--- config.mk ---
export PLATFORM = sky130hd
export DESIGN_NAME = mono_note_priority_selector_unit
export DESIGN_NICKNAME = d
export VERILOG_FILES = /design/src/rtl/core/mnps_pkg.sv /design/src/rtl/core/mnps_ram.sv /design/src/rtl/core/mnps_datapath.sv /design/src/rtl/core/mnps_ctrl.sv /design/src/rtl/core/mono_note_priority_selector_unit.sv
export SDC_FILE = /design/constraint.sdc
export NUM_CORES = 1
export LEC_CHECK = 0
export ABC_AREA = 1
export BUFFER_PORTS_ARGS = -buffer_cell sky130_fd_sc_hd__buf_4
export CAP_MARGIN = 5
export CORE_MARGIN = 10
export CORE_UTILIZATION = 34
export DETAILED_ROUTE_END_ITERATION = 16
export GPL_TIMING_DRIVEN = 0
export PLACE_DENSITY = 0.54
export SLEW_MARGIN = 20
export SYNTH_ARGS = -nofsm -noshare
export SYNTH_HDL_FRONTEND = slang
export SYNTH_HIERARCHICAL = 1
export SYNTH_SLANG_ARGS = --single-unit
--- constraint.sdc ---
create_clock -name clk -period 4.9 [get_ports clk]
set_input_delay 1.225 -clock clk [delete_from_list [all_inputs] [get_ports clk]]
set_output_delay 1.225 -clock clk [all_outputs]
set_load 0.01 [all_outputs]
--- src/rtl/core/mnps_pkg.sv ---
// ----------------------------------------------------------------------------
// mnps_pkg: shared types and constants for the mono note priority selector
// Note table size, priority mode codes, controller states and the command
// and status bundles between controller and datapath.
// ----------------------------------------------------------------------------
package mnps_pkg;

    localparam int NOTE_COUNT = 128;
    localparam int IDX_W      = $clog2(NOTE_COUNT);
    localparam int NOTE_W     = 7;
    localparam int VEL_W      = 7;
    localparam int TIME_W     = 32;
    localparam int MODE_W     = 2;

    localparam logic [NOTE_W:0] NOTE_LIMIT = (NOTE_W + 1)'(NOTE_COUNT);
    localparam logic [IDX_W-1:0] LAST_IDX  = IDX_W'(NOTE_COUNT - 1);

    // Priority mode codes; the unused code falls back to highest note
    localparam logic [MODE_W-1:0] MODE_HIGHEST = 2'd0;
    localparam logic [MODE_W-1:0] MODE_LOWEST  = 2'd1;
    localparam logic [MODE_W-1:0] MODE_LOUDEST = 2'd2;
    localparam logic [MODE_W-1:0] MODE_SPARE   = 2'd3;

    typedef enum logic [1:0] {
        ST_IDLE,
        ST_SCAN,
        ST_DRAIN,
        ST_EMIT
    } state_t;

    typedef struct packed {
        logic start;   // transaction accepted: update note set, restart scan
        logic issue;   // read the entry under the scan counter and advance
        logic load;    // move the chosen note into the output register
    } cmd_t;

    typedef struct packed {
        logic scan_last;   // scan counter sits on the last entry
        logic has_change;  // a note sounds and differs from the last one sent
        logic out_free;    // output register can take a new result
    } stat_t;

endpackage

--- src/rtl/core/mnps_ram.sv ---
// ----------------------------------------------------------------------------
// mnps_ram: generic single-write, single-read RAM
// One write port and one read port with registered read data.
// ----------------------------------------------------------------------------
module mnps_ram #(
    parameter int WIDTH = 8,
    parameter int DEPTH = 128
) (
    input  logic                     clk,
    input  logic                     wr_en,
    input  logic [$clog2(DEPTH)-1:0] wr_addr,
    input  logic [WIDTH-1:0]         wr_data,
    input  logic                     rd_en,
    input  logic [$clog2(DEPTH)-1:0] rd_addr,
    output logic [WIDTH-1:0]         rd_data
);

    logic [WIDTH-1:0] mem [DEPTH];

    always_ff @(posedge clk)
    begin
        if (wr_en)
        begin
            mem[wr_addr] <= wr_data;
        end
        if (rd_en)
        begin
            rd_data <= mem[rd_addr];
        end
    end

endmodule

--- src/rtl/core/mnps_datapath.sv ---
// ----------------------------------------------------------------------------
// mnps_datapath: note set, scan compare and output register
// Holds the sounding flags and the velocity RAM, walks the entries under
// controller command and keeps the best candidate and the last sent note.
// ----------------------------------------------------------------------------
module mnps_datapath (
    input  logic                                clk,
    input  logic                                rst_n,
    input  mnps_pkg::cmd_t                      cmd,
    output mnps_pkg::stat_t                     stat,
    input  logic [mnps_pkg::NOTE_W-1:0]         note_number,
    input  logic                                is_note_on,
    input  logic [mnps_pkg::VEL_W-1:0]          note_velocity,
    input  logic [mnps_pkg::TIME_W-1:0]         event_time,
    input  logic                                cfg_write_en,
    input  logic [mnps_pkg::MODE_W-1:0]         cfg_write_data,
    output logic                                pick_valid,
    input  logic                                pick_ready,
    output logic [mnps_pkg::NOTE_W-1:0]         chosen_note,
    output logic [mnps_pkg::TIME_W-1:0]         change_time
);

    logic [mnps_pkg::MODE_W-1:0]     mode_reg;
    logic [mnps_pkg::NOTE_COUNT-1:0] active_reg;
    logic [mnps_pkg::TIME_W-1:0]     time_reg;
    logic [mnps_pkg::IDX_W-1:0]      scan_reg;
    logic                            cmp_en_reg;
    logic [mnps_pkg::IDX_W-1:0]      cmp_idx_reg;
    logic                            found_reg;
    logic                            found_next;
    logic [mnps_pkg::IDX_W-1:0]      best_reg;
    logic [mnps_pkg::IDX_W-1:0]      best_next;
    logic [mnps_pkg::VEL_W-1:0]      best_loud_reg;
    logic [mnps_pkg::VEL_W-1:0]      best_loud_next;
    logic [mnps_pkg::NOTE_W-1:0]     last_reg;
    logic                            last_valid_reg;
    logic                            out_valid_reg;
    logic [mnps_pkg::NOTE_W-1:0]     out_note_reg;
    logic [mnps_pkg::TIME_W-1:0]     out_time_reg;

    logic                            in_range;
    logic [mnps_pkg::IDX_W-1:0]      wr_idx;
    logic [mnps_pkg::VEL_W-1:0]      loud;
    logic                            cand_active;
    logic [mnps_pkg::NOTE_W-1:0]     best_note;

    assign in_range = {1'b0, note_number} < mnps_pkg::NOTE_LIMIT;
    assign wr_idx   = note_number[mnps_pkg::IDX_W-1:0];

    mnps_ram #(
        .WIDTH (mnps_pkg::VEL_W),
        .DEPTH (mnps_pkg::NOTE_COUNT)
    ) u_loud_ram (
        .clk     (clk),
        .wr_en   (cmd.start && in_range && is_note_on),
        .wr_addr (wr_idx),
        .wr_data (note_velocity),
        .rd_en   (cmd.issue),
        .rd_addr (scan_reg),
        .rd_data (loud)
    );

    assign cand_active = active_reg[cmp_idx_reg];

    // Compare the entry whose velocity just came out of the RAM
    always_comb
    begin
        found_next     = found_reg;
        best_next      = best_reg;
        best_loud_next = best_loud_reg;
        if (cmp_en_reg && cand_active)
        begin
            found_next = 1'b1;
            unique case (mode_reg)
                mnps_pkg::MODE_LOWEST:
                begin
                    if (!found_reg)
                    begin
                        best_next = cmp_idx_reg;
                    end
                end
                mnps_pkg::MODE_LOUDEST:
                begin
                    if (!found_reg || (loud > best_loud_reg))
                    begin
                        best_next      = cmp_idx_reg;
                        best_loud_next = loud;
                    end
                end
                default:
                begin
                    best_next = cmp_idx_reg;
                end
            endcase
        end
    end

    assign best_note = mnps_pkg::NOTE_W'(best_reg);

    assign stat.scan_last  = (scan_reg == mnps_pkg::LAST_IDX);
    assign stat.has_change = found_reg && !(last_valid_reg && (last_reg == best_note));
    assign stat.out_free   = !out_valid_reg || pick_ready;

    always_ff @(posedge clk or negedge rst_n)
    begin
        if (!rst_n)
        begin
            mode_reg       <= mnps_pkg::MODE_HIGHEST;
            active_reg     <= '0;
            scan_reg       <= '0;
            cmp_en_reg     <= 1'b0;
            found_reg      <= 1'b0;
            last_reg       <= '0;
            last_valid_reg <= 1'b0;
            out_valid_reg  <= 1'b0;
        end
        else
        begin
            if (cfg_write_en)
            begin
                mode_reg <= cfg_write_data;
            end
            cmp_en_reg <= cmd.issue;
            if (cmd.start)
            begin
                if (in_range)
                begin
                    active_reg[wr_idx] <= is_note_on;
                end
                scan_reg  <= '0;
                found_reg <= 1'b0;
            end
            else
            begin
                found_reg <= found_next;
                if (cmd.issue)
                begin
                    scan_reg <= scan_reg + 1'b1;
                end
            end
            if (cmd.load)
            begin
                out_valid_reg  <= 1'b1;
                last_reg       <= best_note;
                last_valid_reg <= 1'b1;
            end
            else if (pick_ready)
            begin
                out_valid_reg <= 1'b0;
            end
        end
    end

    always_ff @(posedge clk)
    begin
        if (cmd.start)
        begin
            time_reg <= event_time;
        end
        cmp_idx_reg   <= scan_reg;
        best_reg      <= best_next;
        best_loud_reg <= best_loud_next;
        if (cmd.load)
        begin
            out_note_reg <= best_note;
            out_time_reg <= time_reg;
        end
    end

    assign pick_valid  = out_valid_reg;
    assign chosen_note = out_note_reg;
    assign change_time = out_time_reg;

endmodule

--- src/rtl/core/mnps_ctrl.sv ---
// ----------------------------------------------------------------------------
// mnps_ctrl: sequencing state machine
// Accepts one transaction, runs the scan over all note entries, then hands
// a changed choice to the output register.
// ----------------------------------------------------------------------------
module mnps_ctrl (
    input  logic            clk,
    input  logic            rst_n,
    input  logic            note_valid,
    output logic            note_ready,
    input  mnps_pkg::stat_t stat,
    output mnps_pkg::cmd_t  cmd
);

    mnps_pkg::state_t state_reg;
    mnps_pkg::state_t state_next;

    always_comb
    begin
        state_next = state_reg;
        unique case (state_reg)
            mnps_pkg::ST_IDLE:
            begin
                if (note_valid)
                begin
                    state_next = mnps_pkg::ST_SCAN;
                end
            end
            mnps_pkg::ST_SCAN:
            begin
                if (stat.scan_last)
                begin
                    state_next = mnps_pkg::ST_DRAIN;
                end
            end
            mnps_pkg::ST_DRAIN:
            begin
                state_next = mnps_pkg::ST_EMIT;
            end
            mnps_pkg::ST_EMIT:
            begin
                // drop an unchanged choice, hold a changed one until the slot frees
                if (!stat.has_change || stat.out_free)
                begin
                    state_next = mnps_pkg::ST_IDLE;
                end
            end
            default:
            begin
                state_next = mnps_pkg::ST_IDLE;
            end
        endcase
    end

    always_comb
    begin
        note_ready = (state_reg == mnps_pkg::ST_IDLE);
        cmd.start  = (state_reg == mnps_pkg::ST_IDLE) && note_valid;
        cmd.issue  = (state_reg == mnps_pkg::ST_SCAN);
        cmd.load   = (state_reg == mnps_pkg::ST_EMIT) && stat.has_change && stat.out_free;
    end

    always_ff @(posedge clk or negedge rst_n)
    begin
        if (!rst_n)
        begin
            state_reg <= mnps_pkg::ST_IDLE;
        end
        else
        begin
            state_reg <= state_next;
        end
    end

endmodule

--- src/rtl/core/mono_note_priority_selector_unit.sv ---
// ----------------------------------------------------------------------------
// mono_note_priority_selector_unit: monophonic note priority selector
// Keeps the set of sounding notes and sends the selected note (highest,
// lowest or loudest) whenever the selection changes.
//
//   channel   direction  handshake                 payload
//   note      in         note_valid / note_ready   note_number, is_note_on,
//                                                   note_velocity, event_time
//   pick      out        pick_valid / pick_ready   chosen_note, change_time
//   cfg       in         cfg_write_en              cfg_write_data (priority mode)
//
// A transaction steps through accept, the scan of every entry of the velocity
// RAM, a drain step for the registered read and a decide step. The scan reads
// the entries one at a time through the single RAM read port.
// Reset clears the sounding flags, the last sent note and the mode; the
// velocity RAM is not cleared. A result waiting in the output register does
// not block the next transaction; only the decide cycle waits on pick_ready.
// ----------------------------------------------------------------------------
module mono_note_priority_selector_unit (
    input  logic                        clk,
    input  logic                        rst_n,
    input  logic                        note_valid,
    output logic                        note_ready,
    input  logic [mnps_pkg::NOTE_W-1:0] note_number,
    input  logic                        is_note_on,
    input  logic [mnps_pkg::VEL_W-1:0]  note_velocity,
    input  logic [mnps_pkg::TIME_W-1:0] event_time,
    output logic                        pick_valid,
    input  logic                        pick_ready,
    output logic [mnps_pkg::NOTE_W-1:0] chosen_note,
    output logic [mnps_pkg::TIME_W-1:0] change_time,
    input  logic                        cfg_write_en,
    input  logic [mnps_pkg::MODE_W-1:0] cfg_write_data
);

    mnps_pkg::cmd_t  cmd;
    mnps_pkg::stat_t stat;

    mnps_ctrl u_ctrl (
        .clk        (clk),
        .rst_n      (rst_n),
        .note_valid (note_valid),
        .note_ready (note_ready),
        .stat       (stat),
        .cmd        (cmd)
    );

    mnps_datapath u_datapath (
        .clk            (clk),
        .rst_n          (rst_n),
        .cmd            (cmd),
        .stat           (stat),
        .note_number    (note_number),
        .is_note_on     (is_note_on),
        .note_velocity  (note_velocity),
        .event_time     (event_time),
        .cfg_write_en   (cfg_write_en),
        .cfg_write_data (cfg_write_data),
        .pick_valid     (pick_valid),
        .pick_ready     (pick_ready),
        .chosen_note    (chosen_note),
        .change_time    (change_time)
    );

endmodule

# --- After elaboration in Yosys (flattened, before gate mapping) ---
# Memories as Yosys holds them, arrays and structs flattened. A register that Yosys moved wholly into a read port is not among the register bits.
# Cells that the tools add are included.
totals:
  mem_bits_rw: 896
  inputBits: 54
  register_bits: 242
  n_memories: 1
  romBits: 0
  latch_bits: 0
  output_inout_bits: 41
  elab_cells: 75
memory_table:
  columns: ["memory", "words", "word_bits", "rd", "rd_ports_with_merged_regs", "wr", "line", "source"]
  rows:
  - ["u_datapath.u_loud_ram.mem", 128, 7, 1, 1, 1, "mnps_ram.sv:18", "logic [WIDTH-1:0] mem [DEPTH];"]
classes:
  order_cmp: 4
  addsub: 1
  div: 0
  n_reduce_logical: 22
  mul: 0
  n_shift: 0
  bitwise_logic: 0
  muxes: 20
  n_eq_ne: 12
ops:
  columns: ["cell", "count"]
  rows:
  - ["$bwmux 128", 1]
  - ["$mux 7", 4]
  - ["$lt 7x8->1 const B", 2]
  - ["$pmux 7 s2", 1]
  - ["$reduce_and 3->1", 3]
  - ["$logic_and 1x1->1", 8]
  - ["$mux 1", 8]
  - ["$pmux 2 s4", 1]
  - ["$add 7x1->7 const B", 1]
  - ["$bmux 1 s7", 1]
  - ["$demux 1 s7", 1]
  - ["$eq 7x7->1", 1]
  - ["$eq 7x7->1 const B", 1]
  - ["$ge 7x1->1 const B", 1]
  - ["$gt 7x7->1", 1]
  - ["$eq 2x2->1 const B", 3]
  - ["$mux 2", 3]
  - ["$ne 2x2->1 const B", 3]
  - ["$reduce_bool 2->1", 3]
  - ["$eq 2x1->1 const B", 2]
  - ["$logic_not 1->1", 4]
  - ["$ne 2x1->1 const B", 2]
  - ["$logic_or 1x1->1", 3]
  - ["$logic_not 2->1", 1]

# --- Logic depth before layout (Yosys ltp) ---
# Gate-level depths: netlist of the first run.
logic_depth:
  ltp_word: 8
  ltp_mapped: 14
  mapped_depth_nobuf: 12

# --- Cells and area by module ---
# The synthesis of the first run kept the hierarchy.
modules_own_cells:
  columns: ["module", "instances", "seq_area_each_um2", "cells_per_inst", "area_per_inst_um2"]
  rows:
  - ["mnps_ram", 1, 27116.0, 3152, 37161.9]
  - ["mnps_datapath", 1, 6396.1, 1034, 10277.4]
  - ["mnps_ctrl", 1, 50.0, 28, 202.7]

# --- Worst setup path after synthesis of the first run ---
# No wires, ideal clock.
synth_path:
  kind: "input to register"
  start: "in pick_ready"
  end: "reg u_datapath/last_reg[3] in the netlist's numbering"
  n_path_buf: 1
  required_ns: 4.764
  t_arrival_ns: 3.596
  setup_slack_ns: 1.169
  setup_ns: 0.136
  cell_stages: 6
  path_cell_list: "inv_1 > nand2_1 > inv_1 > nor2_1 > clkbuf_1 > o21ai_0"
synth_lines:
  columns: ["item", "line", "source"]
  rows:
  - ["start, declared", "mono_note_priority_selector_unit.sv:29", "input logic pick_ready,"]
  - ["end signal, assigned", "mnps_datapath.sv:144", "last_reg <= best_note;"]
  - ["end, declared", "mnps_datapath.sv:35", "logic [mnps_pkg::NOTE_W-1:0] last_reg;"]

==> results of run 1 <==
==> cell usage in the layout, fill, tap and decap left out, types with 4 or more instances in the layout <==
master | Yosys | layout
dfrtp_1 | 150 | 150
clkbuf_16 | 0 | 120
buf_1 | 15 | 15
buf_8 | 2 | 6
buf_4 | 35 | 121
nand3_1 | 934 | 934
dfxtp_1 | 7 | 7
bufinv_16 | 0 | 16
buf_16 | 0 | 8
o21ai_0 | 25 | 25
nand2_1 | 1254 | 1254
inv_2 | 10 | 11
inv_6 | 1 | 7
inv_1 | 81 | 80
clkbuf_2 | 0 | 8
a21oi_1 | 130 | 130
ha_1 | 12 | 12
a31oi_1 | 112 | 112
clkbuf_1 | 64 | 78
clkinv_1 | 0 | 11
nor3_1 | 20 | 20
clkinvlp_4 | 0 | 5
nor4_2 | 6 | 6
buf_6 | 46 | 50
clkinv_2 | 0 | 21
edfxtp_1 | 988 | 988
buf_2 | 116 | 116
clkbuf_4 | 0 | 4
nor2_1 | 185 | 184
clkbuf_8 | 0 | 4
==> kinds of logic (layout without fill, tap and decap cells) <==
logic type      Yosys count  after routing  synth area share
fa+ha+maj                12             12           0.00315
simple gates           2408           2408             0.217
compound gates          277            277            0.0325
flops                  1145           1145             0.704
buf+inv                 371            687            0.0429
xor+xnor                  1              1          0.000184
==> worst register-to-register path: cells and delay by family (launching register included) <==
family	cells	cell delay [ps]
buf+inv	6	1940
simple gates	4	1580
flops	1	420
fa+ha+maj	1	220
==> stage by stage <==
stage	utilization	setup slack [ps]	hold slack, ps	cell area (sq um)
floorplan	-	1170	362	47600
global placement	0.364	-856	400	50700
detailed placement	0.366	-197	405	51000
CTS	0.394	321	418	55000
global route	0.394	140	420	55000
finish	0.394	318	416	55000
==> cell type report <==
class / count / share of cell area
clock inverter: 62 / 0.0142
inverter: 93 / 0.00649
buffer: 278 / 0.0309
tap: 1876 / 0.0427
timing repair buffer: 104 / 0.0184
clock buffer: 150 / 0.0577
multi-input combinational: 2698 / 0.219
sequential: 1145 / 0.611
==> power by group through the flow <==
stage                     clock [mW]  combinational (mW)  sequential, mW
after CTS                       9.38                9.99            11.2
after detailed placement           0                9.96            11.4
after global routing            9.77                10.9            11.3
final                           9.23                10.2            11.2
after global placement             0                9.88            11.4
after floorplan                    0                5.85            11.4
==> per-layer routing <==
layer	vias up	track usage	share of wire	wire length, um
met5	-	0	0	0
met4	0	0.0679	0.037	5680
met3	281	0.0397	0.086	13200
met2	1583	0.302	0.46	70800
met1	16796	0.260	0.42	64900
li1	15308	-	-	-
==> path summary, 6_finish.rpt <==
path / from / to / slack (ps) / cells after the start
worst min-delay path: u_datapath/time_reg[11]$_DFFE_PP_ / u_datapath/change_time[11]$_DFFE_PP_ / 420 / 0
worst max register to register: u_ctrl/state_reg[0]$_DFFE_PN0P_ / u_datapath/u_loud_ram/mem[54][2]$_DFFE_PP_ / 320 / 11
max in group asynchronous: rst_n / u_datapath/active_reg[32]$_DFFE_PN0P_ / 3610 / 2
min in group asynchronous: rst_n / u_datapath/active_reg[108]$_DFFE_PN0P_ / 500 / 1
worst min register to register: u_datapath/time_reg[11]$_DFFE_PP_ / u_datapath/change_time[11]$_DFFE_PP_ / 420 / 0
worst max-delay path: u_ctrl/state_reg[0]$_DFFE_PN0P_ / u_datapath/u_loud_ram/mem[54][2]$_DFFE_PP_ / 320 / 11
==> summary.md, run 1 <==
| Metric | Value |
|---|---|
| Synth area leader | `edfxtp_1` |
| Status | `completed` |
| Number of global-route vias before repair | `31.8k` |
| Avg Synthesized Cell Area | `11.3 sq um` |
| H-Tree Depth | `3` |
| # port buffers | `94` |
| Max FFs per register | `around 900` |
| Clock Power Share | `0.301` |
| CTS tree | `built` |
| NumNets Final | `approximately 4.5k` |
| Hold-fix buffer count after cts | `0` |
| CTS root buffer | `clkbuf_16` |
| Cell area after synthesis | `approximately 48000 sq um` |
| Count leader, synth | `nand2_1` |
| Max Cap Viol | `0` |
| Sequential share of the synthesized area | `0.704` |
| Period utilization | `0.935` |
| Sw frac | `0.372` |
| Via-to-Cell Ratio | `approximately 5.3` |
| Row Count | `137` |
| Peak VDD IR | `about 0.00029 V` |
| Pwr/cell area | `558 nW/um^2` |
| Synth cell types | `35` |
| WP data arrival | `4920 ps` |
| Worst Path Required | `5240 ps` |
| Combinational power share | `0.333` |
| Top cells by count, synth | `nand2_1, edfxtp_1, nand3_1, nor2_1, dfrtp_1` |
| Setup TNS | `0 ps` |
| Die Wd | `394 um` |
| Final Non-Filler Cells | `6406` |
| Die height | `394 um` |
| Final Setup Violations | `0` |
| Clk_lat worst skew | `760 ps` |
| # IOs | `between 90 and 100` |
| Main area contributors after synthesis | `edfxtp_1, nand2_1, nand3_1, dfrtp_1, a31oi_1` |
| Post_cts resized | `0` |
| Share of the synthesized area in the top cell type | `0.623` |
| Worst hold path class | `reg -> reg` |
| Post-Syn Instances | `4214` |
| Fin. max-slew vios | `0` |
| Die footprint | `155000 sq um` |
| Routed Antenna Nets | `0` |
| Worst-margin pin slew | `~1200 ps` |
| Cts bufs inserted | `118` |
| Critical path peak fanout | `33` |
| Internal cell power | `19.3 mW` |
| P_sw | `11.4 mW` |
| Routed Wire Length | `between 150000 and 200000 um` |
| Synth Warn # | `6` |
| Count of buffer and inverter cells on the critical path | `6` |
| Main synth FF type | `edfxtp_1` |
| Final hold violations | `0` |
| Placed Cells | `6194` |
| DRC errors left | `0` |
| Lkg Pwr | `20.2 nW` |
| Initial Utilization | `0.342` |
| Crit. End Element | `flip-flop` |
| CTS max path bufs | `3` |
| Delay-heaviest family, CP | `buffers and inverters` |
| Clock Sinks | `1145` |
| CP startpoint kind | `flip-flop` |
| CP max stage delay | `980 ps` |
| Pwr Total | `30.7 mW` |
| Crit path top cell by count | `nand2_1` |
| Vias | `between 30k and 40k` |
| Post-synth EDFFs | `slightly below 1k` |
| Class of the most critical setup path | `reg -> reg` |
| GRT Overall Usage | `0.191` |
| Dpl hpwl | `~100000 um` |
| Gpl congestion | `0.953` |
| Gr ovfl total | `0` |
| Max Clock Skew | `approximately 34 ps` |
| Slowest-stage cell, CP | `nor2_1` |
| Clock Pin Slew Worst Setup and Hold Paths | `60 ps` |
| Sequential share of power | `0.366` |
| Antenna violations before repair | `2` |
| Number of DRC markers in iteration 0 | `4172` |
| FILL cells | `13.4k` |
| Largest net degree at the start of global routing | `90` |
| FF+latch count, synth | `1145` |
| Drt wl/cell | `24.1 um` |
| Min Clock Period, post-route | `about 4600 ps` |
| CP Cell Sequence | `inv_1 -> ha_1 -> nand2_1 -> inv_2 -> buf_2 -> nand2_1 -> inv_1 -> clkbuf_1 -> nand2_1 -> clkbuf_2 -> nor2_1` |
| Fraction of final layout cells sized beyond drive strength 1 | `0.114` |
| Syn_nets | `~4.3k` |
| Area Growth Syn to Fin | `15.4%` |
| RSZ-0062 raised after global routing | `false` |
| Reg area | `33600 sq um` |
| Setup Buffers After CTS | `0` |
| Slew HR | `0.216` |
| DR pass1 iterations | `6` |
| Fmax | `218 MHz` |
| Core ar. | `139000 sq um` |
| FFs w/ async S/R, synth | `0.131` |
| Global-route wire length before repair | `221000 um` |
| N_diodes | `0` |
| Multi-input gate area | `approximately 12000 sq um` |
(Power assumes the default switching activity.)
==> run 2: changes to the inputs <==
--- a/config.mk
+++ b/config.mk
@@ -5,14 +5,13 @@
 export SDC_FILE = /design/constraint.sdc
 export NUM_CORES = 1
 export LEC_CHECK = 0
-export ABC_AREA = 1
 export BUFFER_PORTS_ARGS = -buffer_cell sky130_fd_sc_hd__buf_4
 export CAP_MARGIN = 5
 export CORE_MARGIN = 10
 export CORE_UTILIZATION = 34
 export DETAILED_ROUTE_END_ITERATION = 16
 export GPL_TIMING_DRIVEN = 0
-export PLACE_DENSITY = 0.54
+export RECOVER_POWER = 25
 export SLEW_MARGIN = 20
 export SYNTH_ARGS = -nofsm -noshare
 export SYNTH_HDL_FRONTEND = slang
==> run 2 against run 1 <==
Compared with the run above:
- the flow now finishes with violations (max-capacitance violations, max-slew violations)
- design area decreased by 4.8%
- setup slack got worse by 34 ps
- worst hold slack improved by 1.2 ps
- critical endpoint is now u_datapath/u_loud_ram/mem[115][3]$_DFFE_PP_
- sequential share of layout area increased by 3.1 points
- synthesized cell count decreased by 47%
- combinational power decreased by 47%
- sequential power about the same
- clock skew decreased by 11 ps
- first-iteration DRC count decreased by 51%
- clock-buffer cell count decreased by 18
==> summary.md, run 2 <==
| Metric | Value |
|---|---|
| Pwr/cell area | `479 nW/um^2 (was 558 nW/um^2)` |
| Combinational power share | `0.214 (was 0.333)` |
| Dpl cell area | `48500 sq um (was 51000 sq um)` |
| Synth area leader | `edfxtp_1 (unchanged)` |
| NumNets Final | `2514 (was 4504)` |
| Sequential share of the synthesized area | `0.738 (was 0.704)` |
| Synth cell types | `49 (was 35)` |
| Status | `complete, but fails checks (was completed)` |
| Syn_nets | `2305 (was 4280)` |
| Critical path peak fanout | `28 (was 33)` |
| Dpl hpwl | `71800 um (was 105000 um)` |
| Gpl congestion | `0.857 (was 0.953)` |
| Max Cap Viol | `7 (was 0)` |
| Drt wl/cell | `25.3 um (was 24.1 um)` |
| Min Clock Period, post-route | `4620 ps (was 4580 ps)` |
| Vias | `22.7k (was 34.0k)` |
| H-Tree Depth | `3 (unchanged)` |
| Uppermost layer routed | `met4 (unchanged)` |
| Die height | `386 um (was 394 um)` |
| Fraction of final layout cells sized beyond drive strength 1 | `0.322 (was 0.114)` |
| Sw frac | `0.266 (was 0.372)` |
| CTS tree | `built (unchanged)` |
| Main synth FF type | `edfxtp_1 (unchanged)` |
| WP data arrival | `4950 ps (was 4920 ps)` |
| Row Count | `134 (was 137)` |
| Share of the synthesized area in the top cell type | `0.652 (was 0.623)` |
| Routed Antenna Nets | `0 (unchanged)` |
| Routed Wire Length | `109000 um (was 155000 um)` |
| Post-synth EDFFs | `988 (unchanged)` |
| Slew HR | `-1.50 (was 0.216)` |
| # IOs | `95 (unchanged)` |
| GRT Overall Usage | `0.145 (was 0.191)` |
| Clock Power Share | `0.341 (was 0.301)` |
| Final hold violations | `0 (unchanged)` |
| Worst setup margin | `284 ps (was 318 ps)` |
| P_sw | `6.66 mW (was 11.4 mW)` |
| Most frequent cells in the layout | `edfxtp_1, mux4_2, dfrtp_1 (was nand2_1, edfxtp_1, nand3_1)` |
| Global-route wire length before repair | `161000 um (was 221000 um)` |
| Core ar. | `133000 sq um (was 139000 sq um)` |
| Worst hold path class | `reg -> reg (unchanged)` |
| DR pass1 iterations | `7 (was 6)` |
| Synth Warn # | `6 (unchanged)` |
| Failing checks | `max-capacitance violations, max-slew violations` |
| Avg Synthesized Cell Area | `20.3 sq um (was 11.3 sq um)` |
| Largest net degree at the start of global routing | `129 (was 90)` |
| Cell area after synthesis | `45500 sq um (was 47600 sq um)` |
| Count leader, synth | `edfxtp_1 (was nand2_1)` |
| Routed wl met2 | `53300 um (was 70800 um)` |
| Worst-margin pin slew | `3750 ps (was 1170 ps)` |
| Clock Sinks | `1145 (unchanged)` |
| Peak VDD IR | `0.000387 V (was 0.000291 V)` |
| Number of global-route vias before repair | `23.6k (was 31.8k)` |
| CTS root buffer | `clkbuf_16 (unchanged)` |
| Gr ovfl total | `0 (unchanged)` |
| DRC errors left | `0 (unchanged)` |
| Post-layout util | `0.393 (was 0.394)` |
| Via-to-Cell Ratio | `5.26 (was 5.30)` |
| Die footprint | `149000 sq um (was 155000 sq um)` |
| Die Wd | `386 um (was 394 um)` |
| Class of the most critical setup path | `reg -> reg (unchanged)` |
| Worst Path Required | `5240 ps (about the same)` |
| Top cells by count, synth | `edfxtp_1, mux4_2, nor2_1, dfrtp_1, mux2_2 (was nand2_1, edfxtp_1, nand3_1, nor2_1, dfrtp_1)` |
| Internal cell power | `18.4 mW (was 19.3 mW)` |
| Cts bufs inserted | `111 (was 118)` |
| Post-route design area | `52300 sq um (was 55000 sq um)` |
| Dpl ws | `-571 ps (was -197 ps)` |
| Max FFs per register | `896 (unchanged)` |
| Main area contributors after synthesis | `edfxtp_1, mux4_2, dfrtp_1, mux2_2, nor2_1 (was edfxtp_1, nand2_1, nand3_1, dfrtp_1, a31oi_1)` |
| Max Clock Skew | `22.7 ps (was 33.6 ps)` |
| RSZ-0062 raised after global routing | `false (unchanged)` |
| FF+latch count, synth | `1145 (unchanged)` |
| Antenna violations before repair | `1 (was 2)` |
| Metal3 WL | `7560 um (was 13200 um)` |
| Post-Syn Instances | `2239 (was 4214)` |
| CTS max path bufs | `3 (unchanged)` |
| FFs w/ async S/R, synth | `0.131 (unchanged)` |
| Pwr Total | `25.0 mW (was 30.7 mW)` |
| Crit. End Element | `flip-flop (unchanged)` |
| CP startpoint kind | `flip-flop (unchanged)` |
| Setup Buffers After CTS | `0 (unchanged)` |
| Area Growth Syn to Fin | `15.0% (was 15.4%)` |
| Final Setup Violations | `0 (unchanged)` |
| Met1 WL | `45400 um (was 64900 um)` |
| Clk_lat worst skew | `710 ps (was 760 ps)` |
| # port buffers | `93 (was 94)` |
| Initial Utilization | `0.342 (about the same)` |
| Fin. max-slew vios | `843 (was 0)` |
| Number of DRC markers in iteration 0 | `2057 (was 4172)` |
| Lkg Pwr | `16.8 nW (was 20.2 nW)` |
| Period utilization | `0.942 (was 0.935)` |
| Commonest non-fill, non-tap cell in the layout | `edfxtp_1 (was nand2_1)` |
| Sequential share of power | `0.445 (was 0.366)` |
| Clock Pin Slew Worst Setup and Hold Paths | `60 ps (about the same)` |
| Fmax | `217 MHz (was 218 MHz)` |
## run 2: cell count changes in the layout (fill, tap and decap cells not counted), sizes merged, moves of 120 or more
cell / change
a21oi: -120
buf: -221
mux2: +145
mux4: +310
nand2: -1140
nand3: -915
## run 2: power by group through the flow
stage / Sequential [mW] / Clock (mW) / Combinational, mW
detailed placement: 11.3 / 0 / 5.41
CTS: 11.1 / 8.75 / 5.42
global placement: 11.3 / 0 / 5.30
global route: 11.2 / 9.15 / 5.66
finish: 11.1 / 8.54 / 5.36
floorplan: 11.3 / 0 / 3.51
## run 2: kinds of logic (layout without fill, tap and decap cells)
| family | after synthesis | count (layout) | synth area share |
|---|---|---|---|
| and+or+nand+nor | 405 | 405 | 0.0387 |
| muxes | 489 | 489 | 0.197 |
| xor gates and xnor gates | 12 | 12 | 0.00231 |
| other | 0 | 1 | 0 |
| buffers and inverters | 129 | 434 | 0.0134 |
| adders and majority gates | 12 | 12 | 0.00330 |
| DFF | 1145 | 1145 | 0.738 |
| AOI/OAI and AO/OA | 47 | 47 | 0.00707 |
## run 2: final cells by class
cell class                 count  area [sq um]
inverter                      10          37.5
fill                       11837         80800
buffer                       119           592
multi-input combinational    965         11500
tap                         1768          2210
antenna                        1          2.50
timing repair buffer          96           738
clock buffer                 132          2920
sequential                  1145         33600
clock inverter                77           748
## run 2: repair_timing
| action | in CTS | in global routing |
|---|---|---|
| hold buffers | 0 | 0 |
| gates resized for setup | 3 | 48 |
| endpoints found under the setup margin | 84 | 462 |
## run 2: metal layers
layer	GRT usage	vias to the layer above
met3	0.0297	155
li1	-	9476
met5	0	-
met1	0.196	12233
met4	0.0408	0
met2	0.238	813
## run 2: path summary, 6_finish.rpt
check	from	to	slack [ps]	depth (start not counted)
setup / recovery	u_ctrl/state_reg[0]$_DFFE_PN0P_	u_datapath/u_loud_ram/mem[115][3]$_DFFE_PP_	280	11
hold reg to reg	u_datapath/time_reg[15]$_DFFE_PP_	u_datapath/change_time[15]$_DFFE_PP_	420	0
hold / removal	u_datapath/time_reg[15]$_DFFE_PP_	u_datapath/change_time[15]$_DFFE_PP_	420	0
setup reg to reg	u_ctrl/state_reg[0]$_DFFE_PN0P_	u_datapath/u_loud_ram/mem[115][3]$_DFFE_PP_	280	11
min in group asynchronous	rst_n	u_datapath/active_reg[31]$_DFFE_PN0P_	1810	1
max in group asynchronous	rst_n	u_datapath/active_reg[103]$_DFFE_PN0P_	950	1
## run 2: through the flow
stage / instances / setup TNS [ps] / hold slack, ps
floorplan: 2239 / 0 / 394
finish: 4313 / 0 / 418
CTS: 4312 / -5020 / 419
global route: 4312 / 0 / 421
detailed placement: 4103 / -169110 / 405
global placement: 4100 / -901280 / 400
## run 2: critical path: stages (launching register included)
cell      delay [ps]
dfrtp_1          410
inv_1            120
ha_1             260
and2_2           280
buf_12           220
clkbuf_1         260
clkbuf_2         290
and2_1           260
clkbuf_1         310
nand3_1          500
clkbuf_2         580
nor2_1           710
